`src/rtl/idebl_pkg.sv`:
```
// Shared types and constants for the input debounce / event / blink block.
// No dependencies.
package idebl_pkg;

  localparam int INPUT_CHANNELS  = 20;
  localparam int OUTPUT_CHANNELS = 17;
  localparam int COUNT_BITS      = 8;
  localparam int THRESH_BITS     = 8;
  localparam int SLOW_BITS       = 3;
  localparam int CH_BITS         = 5;
  localparam int CMD_BITS        = 3;
  localparam int MODE_BITS       = 2;
  localparam int CFG_IDX_BITS    = 2;
  localparam int CFG_DATA_BITS   = THRESH_BITS;
  localparam int CMP_BITS        = (COUNT_BITS > THRESH_BITS) ? COUNT_BITS : THRESH_BITS;

  localparam logic [THRESH_BITS-1:0] THRESH_RESET    = THRESH_BITS'(5);
  localparam logic [SLOW_BITS-1:0]   SLOW_TICKS_RESET = SLOW_BITS'(5);

  typedef enum logic [CMD_BITS-1:0] {
    CMD_SCAN      = 3'd0,
    CMD_TICK      = 3'd1,
    CMD_READ_RISE = 3'd2,
    CMD_READ_FALL = 3'd3,
    CMD_SET_MODE  = 3'd4
  } cmd_e;

  typedef enum logic [MODE_BITS-1:0] {
    MODE_OFF  = 2'd0,
    MODE_ON   = 2'd1,
    MODE_SLOW = 2'd2,
    MODE_FAST = 2'd3
  } mode_e;

  typedef enum logic [CFG_IDX_BITS-1:0] {
    CFG_THRESHOLD  = 2'd0,
    CFG_SLOW_TICKS = 2'd1
  } cfg_reg_e;

  typedef struct packed {
    logic [CMD_BITS-1:0]       command;
    logic [INPUT_CHANNELS-1:0] raw_levels;
    logic [CH_BITS-1:0]        channel_index;
    logic [MODE_BITS-1:0]      output_mode;
  } in_item_t;

  typedef struct packed {
    logic [INPUT_CHANNELS-1:0]  stable_levels;
    logic [OUTPUT_CHANNELS-1:0] pin_levels;
    logic                       event_seen;
  } out_item_t;

endpackage

```
`src/rtl/idebl_in_if.sv`:
```
// Input item channel: valid/ready handshake carrying one command item.
// Depends on idebl_pkg.
interface idebl_in_if import idebl_pkg::*; ();
  logic     valid;
  logic     ready;
  in_item_t data;

  modport source (output valid, output data, input ready);
  modport sink   (input valid, input data, output ready);
endinterface

```
`src/rtl/idebl_out_if.sv`:
```
// Result item channel: valid/ready handshake carrying one result item.
// Depends on idebl_pkg.
interface idebl_out_if import idebl_pkg::*; ();
  logic      valid;
  logic      ready;
  out_item_t data;

  modport source (output valid, output data, input ready);
  modport sink   (input valid, input data, output ready);
endinterface

```
`src/rtl/idebl_debounce.sv`:
```
// Per-channel saturating mismatch counters and the debounced level register.
// Depends on idebl_pkg.
module idebl_debounce import idebl_pkg::*; (
  input  logic                      clk_i,
  input  logic                      rst_ni,
  input  logic                      scan_i,
  input  logic [INPUT_CHANNELS-1:0] raw_i,
  input  logic [THRESH_BITS-1:0]    threshold_i,
  output logic [INPUT_CHANNELS-1:0] stable_d_o,
  output logic [INPUT_CHANNELS-1:0] stable_q_o
);

  localparam logic [COUNT_BITS-1:0] COUNT_MAX = '1;

  logic [COUNT_BITS-1:0]     cnt_q [INPUT_CHANNELS];
  logic [COUNT_BITS-1:0]     cnt_d [INPUT_CHANNELS];
  logic [COUNT_BITS-1:0]     cnt_inc [INPUT_CHANNELS];
  logic [INPUT_CHANNELS-1:0] stable_q;
  logic [INPUT_CHANNELS-1:0] stable_d;

  always_comb begin
    for (int i = 0; i < INPUT_CHANNELS; i++) begin
      cnt_d[i]    = cnt_q[i];
      stable_d[i] = stable_q[i];
      cnt_inc[i]  = (cnt_q[i] == COUNT_MAX) ? cnt_q[i] : cnt_q[i] + COUNT_BITS'(1);
      if (scan_i) begin
        if (raw_i[i] != stable_q[i]) begin
          cnt_d[i] = cnt_inc[i];
          if (CMP_BITS'(cnt_inc[i]) >= CMP_BITS'(threshold_i)) begin
            stable_d[i] = raw_i[i];
          end
        end else begin
          cnt_d[i] = '0;
        end
      end
    end
  end

  always_ff @(posedge clk_i or negedge rst_ni) begin
    if (!rst_ni) begin
      stable_q <= '0;
      for (int i = 0; i < INPUT_CHANNELS; i++) begin
        cnt_q[i] <= '0;
      end
    end else begin
      stable_q <= stable_d;
      for (int i = 0; i < INPUT_CHANNELS; i++) begin
        cnt_q[i] <= cnt_d[i];
      end
    end
  end

  assign stable_d_o = stable_d;
  assign stable_q_o = stable_q;

endmodule

```
`src/rtl/input_debounce_event_blink.sv`:
```
// Top level: panel input debounce with sticky edge events and blinking pins.
// Depends on idebl_pkg, idebl_in_if, idebl_out_if, idebl_debounce.
//
// Usage:
//   in_i carries command items (scan, tick, read-and-clear rise/fall event,
//   set output mode). Every accepted item yields exactly one result item on
//   out_o: the debounced levels after the item, the pin levels last driven
//   by a scan, and the event flag for read commands.
//   cfg_we_i/cfg_idx_i/cfg_data_i write the debounce threshold (index 0)
//   and the slow blink tick limit (index 1); write only while idle.
// Result: a result is valid in the cycle after its item is accepted.
// Throughput: one item per cycle while out_o is not stalled; all 20 channel
//   counters update in parallel in the cycle of acceptance, so nothing iterates.
// Reset: counters, stable levels, event flags, modes and pins clear; both
//   blink phases start high; threshold and slow limit return to 5.
// Stall: a single result register sits on the output. While it holds an
//   untaken result, in_i.ready follows out_o.ready, so a stalled receiver
//   holds off new items without losing any.
module input_debounce_event_blink import idebl_pkg::*; (
  input  logic                     clk_i,
  input  logic                     rst_ni,
  idebl_in_if.sink                 in_i,
  idebl_out_if.source              out_o,
  input  logic                     cfg_we_i,
  input  logic [CFG_IDX_BITS-1:0]  cfg_idx_i,
  input  logic [CFG_DATA_BITS-1:0] cfg_data_i
);

  logic                       accept;
  logic                       scan_en;
  logic [THRESH_BITS-1:0]     thr_q;
  logic [SLOW_BITS-1:0]       slow_ticks_q;
  logic [INPUT_CHANNELS-1:0]  stable_d, stable_q;
  logic [INPUT_CHANNELS-1:0]  rise_q, rise_d;
  logic [INPUT_CHANNELS-1:0]  fall_q, fall_d;
  mode_e                      mode_q [OUTPUT_CHANNELS];
  mode_e                      mode_d [OUTPUT_CHANNELS];
  logic [OUTPUT_CHANNELS-1:0] pin_q, pin_d, pin_scan;
  logic                       fast_q, fast_d;
  logic                       slow_q, slow_d;
  logic [SLOW_BITS-1:0]       tick_q, tick_d;
  logic [SLOW_BITS:0]         tick_inc;
  logic                       seen;
  logic                       out_valid_q;
  out_item_t                  out_data_q;

  assign in_i.ready = !out_valid_q || out_o.ready;
  assign accept     = in_i.valid && in_i.ready;
  assign scan_en    = accept && (in_i.data.command == CMD_SCAN);

  idebl_debounce u_debounce (
    .clk_i       (clk_i),
    .rst_ni      (rst_ni),
    .scan_i      (scan_en),
    .raw_i       (in_i.data.raw_levels),
    .threshold_i (thr_q),
    .stable_d_o  (stable_d),
    .stable_q_o  (stable_q)
  );

  // pin levels a scan would drive now, from current modes and phases
  always_comb begin
    for (int i = 0; i < OUTPUT_CHANNELS; i++) begin
      case (mode_q[i])
        MODE_OFF:  pin_scan[i] = 1'b0;
        MODE_ON:   pin_scan[i] = 1'b1;
        MODE_SLOW: pin_scan[i] = slow_q;
        MODE_FAST: pin_scan[i] = fast_q;
        default:   pin_scan[i] = 1'b0;
      endcase
    end
  end

  assign tick_inc = {1'b0, tick_q} + (SLOW_BITS + 1)'(1);

  always_comb begin
    rise_d = rise_q;
    fall_d = fall_q;
    pin_d  = pin_q;
    fast_d = fast_q;
    slow_d = slow_q;
    tick_d = tick_q;
    seen   = 1'b0;
    for (int i = 0; i < OUTPUT_CHANNELS; i++) begin
      mode_d[i] = mode_q[i];
    end
    if (accept) begin
      case (in_i.data.command)
        CMD_SCAN: begin
          rise_d = rise_q | (stable_d & ~stable_q);
          fall_d = fall_q | (~stable_d & stable_q);
          pin_d  = pin_scan;
        end
        CMD_TICK: begin
          fast_d = ~fast_q;
          if (tick_inc > {1'b0, slow_ticks_q}) begin
            tick_d = '0;
            slow_d = ~slow_q;
          end else begin
            tick_d = tick_inc[SLOW_BITS-1:0];
          end
        end
        CMD_READ_RISE: begin
          for (int i = 0; i < INPUT_CHANNELS; i++) begin
            if (in_i.data.channel_index == CH_BITS'(i)) begin
              seen      = rise_q[i];
              rise_d[i] = 1'b0;
            end
          end
        end
        CMD_READ_FALL: begin
          for (int i = 0; i < INPUT_CHANNELS; i++) begin
            if (in_i.data.channel_index == CH_BITS'(i)) begin
              seen      = fall_q[i];
              fall_d[i] = 1'b0;
            end
          end
        end
        CMD_SET_MODE: begin
          for (int i = 0; i < OUTPUT_CHANNELS; i++) begin
            if (in_i.data.channel_index == CH_BITS'(i)) begin
              mode_d[i] = mode_e'(in_i.data.output_mode);
            end
          end
        end
        default: ;
      endcase
    end
  end

  always_ff @(posedge clk_i or negedge rst_ni) begin
    if (!rst_ni) begin
      rise_q <= '0;
      fall_q <= '0;
      pin_q  <= '0;
      fast_q <= 1'b1;
      slow_q <= 1'b1;
      tick_q <= '0;
      for (int i = 0; i < OUTPUT_CHANNELS; i++) begin
        mode_q[i] <= MODE_OFF;
      end
    end else begin
      rise_q <= rise_d;
      fall_q <= fall_d;
      pin_q  <= pin_d;
      fast_q <= fast_d;
      slow_q <= slow_d;
      tick_q <= tick_d;
      for (int i = 0; i < OUTPUT_CHANNELS; i++) begin
        mode_q[i] <= mode_d[i];
      end
    end
  end

  always_ff @(posedge clk_i or negedge rst_ni) begin
    if (!rst_ni) begin
      thr_q        <= THRESH_RESET;
      slow_ticks_q <= SLOW_TICKS_RESET;
    end else if (cfg_we_i) begin
      case (cfg_idx_i)
        CFG_THRESHOLD:  thr_q        <= cfg_data_i[THRESH_BITS-1:0];
        CFG_SLOW_TICKS: slow_ticks_q <= cfg_data_i[SLOW_BITS-1:0];
        default: ;
      endcase
    end
  end

  // result register
  always_ff @(posedge clk_i or negedge rst_ni) begin
    if (!rst_ni) begin
      out_valid_q <= 1'b0;
    end else if (accept) begin
      out_valid_q <= 1'b1;
    end else if (out_o.ready) begin
      out_valid_q <= 1'b0;
    end
  end

  always_ff @(posedge clk_i) begin
    if (accept) begin
      out_data_q.stable_levels <= stable_d;
      out_data_q.pin_levels    <= pin_d;
      out_data_q.event_seen    <= seen;
    end
  end

  assign out_o.valid = out_valid_q;
  assign out_o.data  = out_data_q;

endmodule

```
`src/flat_wrapper.sv`:
```
// flat-port wrapper written by rule: the top's interface ports become plain ports
module input_debounce_event_blink_flat import idebl_pkg::*;
  (clk_i, rst_ni, cfg_we_i, cfg_idx_i, cfg_data_i, in_i_valid, in_i_data, in_i_ready, out_o_valid, out_o_data, out_o_ready);
  idebl_in_if in_i_i ();
  idebl_out_if out_o_i ();
  input  logic clk_i;
  input  logic rst_ni;
  input  logic cfg_we_i;
  input  logic [CFG_IDX_BITS-1:0] cfg_idx_i;
  input  logic [CFG_DATA_BITS-1:0] cfg_data_i;
  input wire logic [$bits(in_i_i.valid)-1:0] in_i_valid;
  input wire logic [$bits(in_i_i.data)-1:0] in_i_data;
  output wire logic [$bits(in_i_i.ready)-1:0] in_i_ready;
  output wire logic [$bits(out_o_i.valid)-1:0] out_o_valid;
  output wire logic [$bits(out_o_i.data)-1:0] out_o_data;
  input wire logic [$bits(out_o_i.ready)-1:0] out_o_ready;
  assign in_i_i.valid = in_i_valid;
  assign in_i_i.data = in_i_data;
  assign in_i_ready = in_i_i.ready;
  assign out_o_valid = out_o_i.valid;
  assign out_o_data = out_o_i.data;
  assign out_o_i.ready = out_o_ready;
  input_debounce_event_blink u_core (.clk_i(clk_i), .rst_ni(rst_ni), .in_i(in_i_i), .out_o(out_o_i), .cfg_we_i(cfg_we_i), .cfg_idx_i(cfg_idx_i), .cfg_data_i(cfg_data_i));
endmodule
```
`config.mk`:
```
export PLATFORM = sky130hd
export DESIGN_NAME = input_debounce_event_blink_flat
export DESIGN_NICKNAME = d
export VERILOG_FILES = /design/src/rtl/idebl_pkg.sv /design/src/rtl/idebl_in_if.sv /design/src/rtl/idebl_out_if.sv /design/src/rtl/idebl_debounce.sv /design/src/rtl/input_debounce_event_blink.sv /design/src/flat_wrapper.sv
export SDC_FILE = /design/constraint.sdc
export NUM_CORES = 1
export LEC_CHECK = 0
export ABC_AREA = 1
export BUFFER_PORTS_ARGS = -buffer_cell sky130_fd_sc_hd__buf_2
export CORE_ASPECT_RATIO = 1.4
export CORE_MARGIN = 1.5
export CORE_UTILIZATION = 35
export CTS_BUF_LIST = sky130_fd_sc_hd__clkbuf_4 sky130_fd_sc_hd__clkbuf_8
export DETAILED_ROUTE_END_ITERATION = 8
export GPL_ROUTABILITY_DRIVEN = 0
export RECOVER_POWER = 25
export SETUP_SLACK_MARGIN = 0.4
export SYNTH_ARGS = -nofsm -noshare
export SYNTH_HDL_FRONTEND = slang
export SYNTH_SLANG_ARGS = --single-unit
```
`constraint.sdc`:
```
create_clock -name clk_i -period 5.2 [get_ports clk_i]
set_input_delay 1.04 -clock clk_i [delete_from_list [all_inputs] [get_ports clk_i]]
set_output_delay 1.04 -clock clk_i [all_outputs]
set_load 0.01 [all_outputs]
```
# == Yosys cells after proc, flatten, opt, wreduce, memory -nomap -nowiden ==
# Index checks and enable logic that the tools add are counted.
# classes
n_addsub,21
bitwise_logic,8
n_reduce_logical,88
n_eq_ne,155
n_mux,185
n_lt_le_gt_ge,21
# op_table
cell,count
$mux 8,40
$reduce_and 3->1,58
$add 8x1->8 const B,20
$eq 8x8->1 const B,20
$ge 8x8->1,20
$mux 1,122
$ne 2x1->1 const B,40
$pmux 20 s2,2
$eq 2x2->1 const B,34
$pmux 1 s4,17
$and 20x20->20,2
$eq 5x4->1 const B,8
$not 20->20,2
$or 20x20->20,2
$eq 2x1->1 const B,18
$logic_not 2->1,18
$mux 17,2
$eq 5x3->1 const B,4
$eq 5x5->1 const B,4
$ne 1x1->1,20
$eq 5x2->1 const B,2
$eq 3x2->1 const B,2
$reduce_and 2->1,3
$reduce_bool 2->1,3
other kinds (13),15
# totals
out_inout_bits,40
inputBits,45
register_bits,326
elab_cells,566

# == Logic depth before layout (Yosys ltp) ==
# Gate-level depths: netlist of the first run.
# depth
depth_word,22
ltp_mapped,26

# == Hierarchy ==
# From an unflattened synthesis of the first run, not the netlist that was laid out.
# unflattened
hier_cells,2727
area_unflattened_um2,21206.6
# by_module_without_submodules
mod,instances,seq_area_each_um2,area_per_inst_um2,cells_each
idebl_debounce,1,4504.3,14661.6,2036
input_debounce_event_blink,1,3851.2,6545.0,691

# == Worst setup path after synthesis of the first run ==
# OpenSTA, ideal clock, no wires.
# synth_timing
path_kind,in2reg
startpoint,input out_o_ready
endpoint,"register u_core.out_data_q, in the netlist u_core.out_o.data[10] (data pin)"
required_ns,4.937
setup_time_ns,0.263
stages,10
slack_ns,2.288
arrival_time_ns,2.649
path_cell_list,inv_1 -> nand2_2 -> nand2_2 -> inv_2 -> nand2_4 -> nor2_8 -> buf_6 -> buf_2 -> buf_2 -> a21oi_1
# synth_via
elab_chain_cells,3
# synth_lines
item,line_no,rtl
start: declaration,flat_wrapper.sv:16,input wire logic [$bits(out_o_i.ready)-1:0] out_o_ready;
$logic_or 1x1->1,input_debounce_event_blink.sv:47,assign in_i.ready = !out_valid_q || out_o.ready;
named net in_i_ready,flat_wrapper.sv:13,output wire logic [$bits(in_i_i.ready)-1:0] in_i_ready;
$logic_and 1x1->1,input_debounce_event_blink.sv:48,assign accept = in_i.valid && in_i.ready;
named net u_core.accept,input_debounce_event_blink.sv:29,logic accept;
$mux 17,input_debounce_event_blink.sv:87,if (accept) begin
named net u_core.pin_d[9],input_debounce_event_blink.sv:38,"logic [OUTPUT_CHANNELS-1:0] pin_q, pin_d, pin_scan;"
end: declaration,input_debounce_event_blink.sv:45,out_item_t out_data_q;
# The timed path passes the listed nets, and every way through them passes these cells.
# A chain may end at the register's enable or synchronous reset.

# == Worst setup path after layout of the first run ==
# layout_timing
startpoint,register u_core.thr_q[0]
endpoint,"register u_core.out_data_q, in the netlist u_core.out_o.data[22] (data pin)"
# layout_via
elab_chain_cells,4
# layout_lines
item,line_no,rtl
start: declaration,input_debounce_event_blink.sv:31,logic [THRESH_BITS-1:0] thr_q;
start signal: assignment,input_debounce_event_blink.sv:161,CFG_THRESHOLD: thr_q <= cfg_data_i[THRESH_BITS-1:0];
$ge 8x8->1,idebl_debounce.sv:29,if (CMP_BITS'(cnt_inc[i]) >= CMP_BITS'(threshold_i)) begin
$mux 1,idebl_debounce.sv:29,
$mux 1,idebl_debounce.sv:27,if (raw_i[i] != stable_q[i]) begin
$mux 1,idebl_debounce.sv:26,if (scan_i) begin
named net u_core.stable_d[4],input_debounce_event_blink.sv:33,"logic [INPUT_CHANNELS-1:0] stable_d, stable_q;"
# The timed path passes the listed nets, and every way through them passes these cells.

==> results of run 1 <==
-- final timing paths --
kind,slack [ns],cells after the start,end,start
min in group asynchronous,1.58,1,u_core.slow_ticks_q[1]$_DFFE_PN0P_,rst_ni
worst min-delay path,0.49,1,u_core.fall_q[17]$_DFFE_PN0P_,u_core.fall_q[17]$_DFFE_PN0P_
worst min register to register,0.49,1,u_core.fall_q[17]$_DFFE_PN0P_,u_core.fall_q[17]$_DFFE_PN0P_
max in group asynchronous,1.67,1,u_core.u_debounce.cnt_q[30]$_DFFE_PN0P_,rst_ni
worst max register to register,1.45,13,u_core.out_o.data[22]$_DFFE_PP_,u_core.thr_q[0]$_DFFE_PN1P_
worst max-delay path,1.45,13,u_core.out_o.data[22]$_DFFE_PP_,u_core.thr_q[0]$_DFFE_PN1P_
-- per-layer routing --
metal	vias up	track usage, %
met3	127	2.60
met1	8189	21.7
met4	6	7.99
met5	-	0
li1	8505	-
met2	364	32.2
-- per-stage QoR --
stage	hold slack, ns	total power, uW	instance area, sq um	std cells	setup WS (ns)
2_1_floorplan	0.434	6310	20300	2497	2.29
3_3_place_gp	0.471	7190	21700	3304	1.40
3_5_place_dp	0.481	7370	21700	3304	1.38
4_1_cts	0.342	9820	22800	3405	1.73
5_1_grt	0.511	10600	22800	3407	1.05
6_report	0.491	9740	22800	3407	1.45
-- layout by cell type (no fill, tap or decap), types with 27 or more instances in the layout --
cell type  Yosys  routed
nand2_1      428     429
o21ai_0      204     204
edfxtp_1      38      38
nor3_1        44      43
buf_2         19      83
nor2_1       199     199
clkbuf_8       0      61
xor2_1        73      73
o22ai_1       85      85
nand4_1       27      27
nand3_1       65      65
inv_1        461     459
a21oi_1      147     147
ha_1         184     184
dfrtp_1      282     282
-- cells in the mapped netlist (all sizes together) (17+ instances only) --
library cell and n:
nand2 438, o21ai 217, dfrtp 282, nor2 219, o22ai 85, ha 184
a21oi 150, nand4 27, nand3 70, xor2 77, nor3 48, o21a 17
buf 26, edfxtp 38, inv 482
-- cell families (layout without fill, tap and decap cells) --
group	count (synthesis)	in the layout	synth area share, %
buffers and inverters	523	689	9.95
other	0	2	0
AO/OA/AOI/OAI	560	560	16.3
AND/OR/NAND/NOR	823	823	17.6
flip-flops	326	326	41.1
adder cells (fa/ha/maj)	184	184	11.3
XOR/XNOR	81	81	3.64
-- flip-flops by register name (all words and copies together) (netlist names) --
name	count
u_core.fall_q	20
u_core.fast_q	1
u_core.mode_q	34
u_core.out_o.data	38
u_core.out_o.valid	1
u_core.pin_q	17
u_core.rise_q	20
u_core.slow_q	1
u_core.slow_ticks_q	3
u_core.thr_q	8
u_core.tick_q	3
u_core.u_debounce.cnt_q	160
u_core.u_debounce.stable_q_o	20
-- area by class of cell --
class	instances	area, sq um	area share, %
multi-input cells	1648	9940	43.6
well taps	742	928	4.07
flip-flops and latches	326	8360	36.7
inverters	483	1810	7.95
clock buffers	82	997	4.38
repair buffers	105	614	2.70
clock inverters	19	141	0.620
diodes	2	5.00	0.0220
-- power by group through the flow --
stage	Combinational, uW	Sequential [uW]	Clock, uW
2_1_floorplan	2670	3640	0
3_5_place_dp	3600	3770	0
6_report	3600	3730	2410
5_1_grt	4210	3810	2570
3_3_place_gp	3450	3740	0
4_1_cts	3620	3730	2470
-- worst reg2reg max path, cell delays in order (launching register included) --
cell and delay (ns):
dfstp_1 1.67, ha_1 0.43, o21ai_0 0.24, a21boi_0 0.15
o21ai_0 0.17, nand2_1 0.06, nand2_1 0.05, nand2_1 0.06
a21oi_1 0.20, o211ai_1 0.18, nand2_1 0.11, nand2_1 0.05
o21ai_0 0.06, inv_1 0.07
==> impl_metrics.tcl, run 1 <==
set metrics [dict create \
    run_status "finished, violations left" \
    violations "max-capacitance violations, max-slew violations" \
    synth_ff_type "dfrtp_1" \
    synthArstFlopShare_pct 88.3 \
    leakagePower_uw 0.0110 \
    htree_levels 2 \
    crit_path_frequent_cell "nand2_1" \
    dieArea_sq_mm 0.0595 \
    cts_root_buf "clkbuf_8" \
    core_area_sq_mm 0.0574 \
    wire_per_inst_microns 15.7 \
    holdBufCountCts 0 \
    yosysWarnings 0 \
    netlist_area_sq_mm 0.0203 \
    synth_area_leader_cell "dfrtp_1" \
    wirelength_microns 53500 \
    rows 104 \
    fmax_mhz 267 \
    first_pass_iters 7 \
    ys_ff_latch 326 \
    synthTopCellsByArea "dfrtp_1, ha_1, inv_1" \
    fill_cells 5697 \
    netlist_instances 2497 \
    grt_use_total_pct 18.2 \
    crit_slowest_cell "dfstp_1" \
    p_per_area_mw_per_mm2 427 \
    worst_slew_pin_slew_ns 3.43 \
    swShare_pct 39.0 \
    hold_viol_final 0 \
    dr_wl_met3_microns 2040 \
    cts_tree "yes" \
    p_sw_uw 3800 \
    die_y_microns 288 \
    vias 17200 \
    grt_pass1_wl_microns 86500 \
    grt-ovfl-total 0 \
    synth_nets 2726 \
    cts_max_path_buffers 3 \
    synth_top_area_share_pct 34.7 \
    wl_met1_microns 22700 \
    period_minus_slack_ns 3.75 \
    start_kind "flop" \
    worstSetupEndpointType "flop" \
    seq_power_share_pct 38.3 \
    nets 2847 \
    p_clk_share_pct 24.7 \
    crit_required_ns 5.58 \
    synth_cell_types 55 \
    cpLargestDelayFamily "flip-flops" \
    post-cts-setup-buffers 0 \
    rsz0062_at_grt "no" \
    grt_max_degree 197 \
    clk_latency_ns 0.63 \
    post-route-util_pct 39.7 \
    drt-initial-drc-count 996 \
    cts.sinks 326 \
    finalSetupTns_ns 0 \
    antenna_found_initial 7 \
    wl_met2_microns 26600 \
    clkTransAtPathRegs_ns 0.06 \
    ioPinCount 85 \
    critPathKind "flop to flop" \
    numPortBuffers 84 \
    maxSlewHeadroom_pct -129 \
    intPower_uw 5940 \
    cp_max_fo 21 \
    drive_gt1_share_pct 11.6 \
    hpwl_microns 37900 \
    ys_seq_area_share_pct 41.1 \
    vdd_ir_drop_max_v 0.000198 \
    synth-edff-count 38 \
    antenna_left 0 \
    area_growth_pct 12.2 \
    cts_made_buffers 54 \
    cp.arrival_ns 4.13 \
    grt_pass1_vias 17200 \
    initial_core_util_pct 35.4 \
    setup_viol 0 \
    vias_per_cell 5.05 \
    clock_skew_ns 0.0283 \
    dr.max_layer_used "met5" \
    maxCapViolations 2 \
    worstPathCellList "ha_1 -> o21ai_0 -> a21boi_0 -> o21ai_0 -> nand2_1 -> nand2_1 -> nand2_1 -> a21oi_1 -> o211ai_1 -> nand2_1 -> nand2_1 -> o21ai_0 -> inv_1" \
    crit_buf_inv 1 \
    min_path_type "flop to flop" \
    combPwrFrac_pct 37.0 \
    cts-resized-gates 0 \
    syn_avg_cell_area_sq_um 8.13 \
    critical-path-max-stage-delay_ns 1.67 \
    drc 0 \
    die_x_microns 207 \
    drv_slew 76 \
    period_share_pct 72.1 \
]
Note: power is estimated with default switching activity, not from simulation.
==> inputs of run 2 (changes only) <==
- clock period: 5.2 -> 3.7 ns (I/O delays scaled with it)
==> impl_metrics.tcl, run 2 (synthesis results as in run 1) <==
set metrics [dict create \
    drc 0 \
    vias 17400 \
    antenna_found_initial 7 \
    final_cell_mix "inv_1, nand2_1, dfrtp_1" \
    drt-initial-drc-count 956 \
    grt_pass1_vias 17400 \
    critPathLaunch "u_core.u_debounce.cnt_q[65]$_DFFE_PN0P_" \
    area_growth_pct 14.2 \
    dieArea_sq_mm 0.0595 \
    start_kind "flop" \
    hold_ws_ns 0.340 \
    combPwrFrac_pct 37.4 \
    top_register "u_core.u_debounce.cnt_q" \
    grt_use_total_pct 18.2 \
    critPathKind "flop to flop" \
    use_met2_pct 32.1 \
    largest_reg_flops 160 \
    p_per_area_mw_per_mm2 602 \
    worst_slew_pin_slew_ns 1.89 \
    cts_tree "yes" \
    layout_commonest_cell "inv_1" \
    cts.sinks 326 \
    holdBufCountCts 0 \
    setup_viol 0 \
    p_clk_share_pct 25.1 \
    min_from "cfg_data_i[4]" \
    hpwl_microns 38200 \
    min_path_type "input port to flop" \
    cts_made_buffers 55 \
    nets 2871 \
    leakagePower_uw 0.0112 \
    drive_gt1_share_pct 13.3 \
    initial_core_util_pct 35.4 \
    place_ws_ns 0.505 \
    wire_per_inst_microns 15.6 \
    worstSetupEndpointType "flop" \
    finalSetupTns_ns 0 \
    clk_latency_ns 0.65 \
    ioPinCount 85 \
    wirelength_microns 53700 \
    fill_cells 5737 \
    rows 104 \
    crit_slowest_cell "dfrtp_1" \
    cp_max_fo 4 \
    vias_per_cell 5.07 \
    core_area_sq_mm 0.0574 \
    fmax_mhz 323 \
    hold_viol_final 0 \
    grt_pass1_wl_microns 86700 \
    htree_levels 2 \
    violations "max-capacitance violations, max-slew violations" \
    crit_path_frequent_cell "inv_1" \
    grt-ovfl-total 0 \
    r2r_start "u_core.u_debounce.cnt_q[65]$_DFFE_PN0P_" \
    run_status "finished, violations left" \
    use_met3_pct 2.68 \
    period_minus_slack_ns 3.09 \
    intPower_uw 8520 \
    seq_power_share_pct 37.5 \
    clkTransAtPathRegs_ns 0.06 \
    grtUsageMet1_pct 22.0 \
    cpLargestDelayFamily "simple AND/OR/NAND/NOR gates" \
    rsz0062_at_grt "yes" \
    clock_skew_ns 0.0371 \
    drv_slew 73 \
    maxSlewHeadroom_pct -25.8 \
    period_share_pct 83.6 \
    grt_max_degree 82 \
    maxCapViolations 1 \
    first_pass_iters 6 \
    critical-path-max-stage-delay_ns 0.37 \
    cts_root_buf "clkbuf_8" \
    numPortBuffers 84 \
    crit_required_ns 4.17 \
    grt.busiest_layer "met2" \
    worstPathCellList "ha_1 -> inv_1 -> nor4_2 -> inv_1 -> nor2_2 -> inv_2 -> nor2_4 -> inv_2 -> nand2_1 -> xor2_2 -> inv_1 -> ha_1 -> a21oi_1 -> o21ai_0 -> a21oi_1 -> o41ai_2 -> nand2_1 -> inv_1 -> o21ai_1 -> inv_1 -> nand2_1 -> a32oi_1" \
    crit_buf_inv 7 \
    die_y_microns 288 \
    cts_max_path_buffers 3 \
    fin_ws_ns 0.607 \
    die_x_microns 207 \
    vdd_ir_drop_max_v 0.000327 \
    swShare_pct 39.0 \
    p_sw_uw 5460 \
    cp.arrival_ns 3.56 \
    antenna_left 0 \
]
## run 2: cell types whose count changed in the layout (fill, tap and decap cells not counted), sizes merged
cell    previous run  this run
buf              104       125
inv              480       483
clkbuf            83        85
clkinv            19        17
diode              2         3
## run 2: per-stage QoR
stage          cells  instance area (sq um)  power (uW)  util (%)
6_report        3432                  23200       14000      40.4
5_1_grt         3432                  23200       15200      40.4
2_1_floorplan   2497                  20300        8870         -
4_1_cts         3417                  23000       14000      40.1
3_3_place_gp    3315                  21800       10100      38.0
3_5_place_dp    3315                  21800       10400      38.0
## run 2: final cells by class
type	count	area [sq um]	share of cell area (%)
multi-input cells	1648	10100	43.4
clock inverters	20	166	0.717
clock buffers	82	1030	4.43
flip-flops and latches	326	8360	36.0
diodes	3	7.51	0.0324
well taps	742	928	4.00
repair buffers	128	838	3.61
inverters	483	1810	7.81
## run 2: worst min-delay path, cell delays in order
cell     delay [ns]
buf_2          0.07
nor2_1         0.03
a21oi_1        0.09
## run 2: path summary, 6_finish.rpt
check | endpoint | slack, ns | cells after the start
max | u_core.rise_q[11]$_DFFE_PN0P_ | 0.61 | 22
min | u_core.thr_q[4]$_DFFE_PN0P_ | 0.34 | 3
max reg2reg | u_core.rise_q[11]$_DFFE_PN0P_ | 0.61 | 22
min reg2reg | u_core.thr_q[1]$_DFFE_PN0P_ | 0.49 | 2
max in group asynchronous | u_core.u_debounce.cnt_q[55]$_DFFE_PN0P_ | 0.95 | 2
min in group asynchronous | u_core.slow_ticks_q[1]$_DFFE_PN0P_ | 0.59 | 1
## run 2: power groups by stage
stage / registers (uW) / logic, uW / clock network (uW)
after CTS: 5220 / 5130 / 3630
after floorplan: 5120 / 3750 / 0
after detailed placement: 5270 / 5100 / 0
final: 5230 / 5220 / 3510
after global placement: 5240 / 4870 / 0
after global routing: 5350 / 6060 / 3760
## run 2: layer usage
layer	wire length, microns	up-vias
met1	22800	8365
met4	1940	6
met2	26700	363
met5	34	-
met3	2160	127
li1	-	8544
## run 2: repair_timing
| item | 4_1_cts | 5_1_grt |
|---|---|---|
| setup endpoints to repair | 0 | 38 |
| setup buffers | 0 | 12 |
| gates resized for setup | 0 | 37 |
==> inputs of run 3 (changes only) <==
- clock period: 3.7 -> 2.9 ns (I/O delays scaled with it)
==> impl_metrics.tcl, run 3 (synthesis results as in run 1) <==
set metrics [dict create \
    run_status "finished, violations left" \
    violations "max-capacitance violations, max-slew violations, negative setup slack" \
    initial_core_util_pct 35.4 \
    maxSlewHeadroom_pct -40.3 \
    critical-path-max-stage-delay_ns 0.37 \
    top_register "u_core.u_debounce.cnt_q" \
    largest_reg_flops 160 \
    worst_slew_pin_slew_ns 2.11 \
    leakagePower_uw 0.0126 \
    grt_pass1_vias 18700 \
    rows 104 \
    ioPinCount 85 \
    hpwl_microns 38800 \
    period_share_pct 101 \
    crit_buf_inv 8 \
    final_area_sq_mm 0.0268 \
    worstHoldPathCells 3 \
    dr.max_layer_used "met5" \
    crit_path_frequent_cell "inv_2" \
    wl_met1_microns 24400 \
    grt_use_total_pct 19.2 \
    fmax_mhz 341 \
    worstSetupEndpointType "flop" \
    rsz0062_at_grt "yes" \
    numPortBuffers 84 \
    intPower_uw 12200 \
    p_sw_uw 8160 \
    wl_met2_microns 29800 \
    clk_latency_ns 0.63 \
    min_from "cfg_data_i[7]" \
    wire_per_inst_microns 16.3 \
    seq_power_share_pct 33.3 \
    vias_per_cell 5.09 \
    cts_root_buf "clkbuf_8" \
    first_pass_iters 5 \
    finalSetupTns_ns -0.0594 \
    area_growth_pct 32.1 \
    vdd_ir_drop_max_v 0.000388 \
    clkTransAtPathRegs_ns 0.06 \
    crit_slowest_cell "dfrtp_1" \
    setup_viol 3 \
    die_x_microns 207 \
    dieArea_sq_mm 0.0595 \
    cts.sinks 326 \
    grt-ovfl-total 0 \
    hold_ws_ns 0.195 \
    swShare_pct 40.2 \
    maxCapViolations 1 \
    final_cell_mix "inv_1, nand2_1, dfrtp_1" \
    rr_worst_depth 25 \
    combPwrFrac_pct 45.1 \
    reg2reg_to "u_core.rise_q[6]$_DFFE_PN0P_" \
    crit_required_ns 3.36 \
    p_per_area_mw_per_mm2 757 \
    antenna_found_initial 10 \
    fin_ws_ns -0.0342 \
    r2r_start "u_core.u_debounce.cnt_q[104]$_DFFE_PN0P_" \
    critPathKind "flop to flop" \
    drv_slew 74 \
    hold_viol_final 0 \
    antenna_left 0 \
    place_ws_ns -0.0425 \
    cpLargestDelayFamily "compound AO/OA/AOI/OAI gates" \
    dpl-instance-area_sq_mm 0.0224 \
    htree_levels 2 \
    grt_max_degree 76 \
    cts_made_buffers 54 \
    min_to "u_core.thr_q[7]$_DFFE_PN0P_" \
    wirelength_microns 59400 \
    cts_tree "yes" \
    drive_gt1_share_pct 32.9 \
    core_area_sq_mm 0.0574 \
    reg2reg_slack_ns -0.03 \
    die_y_microns 288 \
    grt_pass1_wl_microns 91500 \
    vias 18600 \
    layout_commonest_cell "inv_1" \
    min_path_type "input port to flop" \
    cts_max_path_buffers 3 \
    nets 3089 \
    clock_skew_ns 0.0284 \
    p_clk_share_pct 21.6 \
    drt-initial-drc-count 976 \
    period_minus_slack_ns 2.93 \
    cp_max_fo 4 \
    start_kind "flop" \
    dr_wl_met3_microns 2490 \
    drc 0 \
    cp.arrival_ns 3.40 \
]
==> run 3: cell count changes in the layout (fill, tap and decap cells not counted), sizes merged <==
cell	change
clkinvlp	+2
clkinv	+4
buf	+218
clkbuf	-6
dlygate4sd3	+1
diode	-1
==> run 3: how the worst max path moves through the flow <==
stage	from	to	slack, ns	depth (start not counted)
6_report	u_core.u_debounce.cnt_q[104]$_DFFE_PN0P_	u_core.rise_q[6]$_DFFE_PN0P_	-0.03	25
5_1_grt	u_core.u_debounce.cnt_q[104]$_DFFE_PN0P_	u_core.rise_q[6]$_DFFE_PN0P_	-0.28	26
4_1_cts	u_core.u_debounce.cnt_q[104]$_DFFE_PN0P_	u_core.rise_q[6]$_DFFE_PN0P_	-0.03	26
3_5_place_dp	u_core.u_debounce.cnt_q[105]$_DFFE_PN0P_	u_core.rise_q[6]$_DFFE_PN0P_	-0.04	23
3_3_place_gp	u_core.u_debounce.cnt_q[104]$_DFFE_PN0P_	u_core.out_o.data[24]$_DFFE_PP_	0.0002	24
2_1_floorplan	u_core.u_debounce.cnt_q[104]$_DFFE_PN0P_	u_core.out_o.data[24]$_DFFE_PP_	0.17	24
==> run 3: repair_timing <==
| item | 4_1_cts | 5_1_grt |
|---|---|---|
| buffers inserted | 133 | 59 |
| pin swaps | 174 | 183 |
| hold endpoints to repair | 63 | 0 |
| gates resized for setup | 256 | 244 |
| hold buffers | 1 | 0 |
| gates cloned | 0 | 0 |
| endpoints found under the setup margin | 80 | 82 |
==> run 3: power groups by stage <==
stage	clock [uW]	sequential (uW)	combinational, uW
after floorplan	0	6550	4890
after global placement	0	6690	6450
after detailed placement	0	6740	6740
after CTS	4530	6670	7970
after global routing	4710	6880	10200
final	4400	6760	9160
==> run 3: layout make-up <==
| class | instances | area [sq um] |
|---|---|---|
| clock inverter | 26 | 186 |
| multi-input combinational | 1648 | 12000 |
| clock buffer | 76 | 990 |
| timing repair buffer | 347 | 2590 |
| sequential | 326 | 8360 |
| antenna | 2 | 5.00 |
| fill | 5279 | 30600 |
| inverter | 483 | 1820 |
| tap | 742 | 928 |
==> run 3: per-stage QoR <==
step / instances / power (uW) / utilization, %
3_3_place_gp: 3353 / 13100 / 39.0
2_1_floorplan: 2497 / 11400 / -
3_5_place_dp: 3353 / 13500 / 39.0
5_1_grt: 3650 / 21800 / 46.8
6_report: 3650 / 20300 / 46.8
4_1_cts: 3589 / 19200 / 44.3
==> run 3: worst min-delay path, delay by kind of cell <==
kind,cells,cell delay (ns)
compound gates,1,0.10
buf+inv,1,0.08
simple gates,1,0.03
==> run 3: metal layers <==
layer,global-route usage [%],vias up
li1,-,8982
met1,22.8,8926
met2,33.8,480
met3,2.88,179
met4,8.73,10
met5,0,-
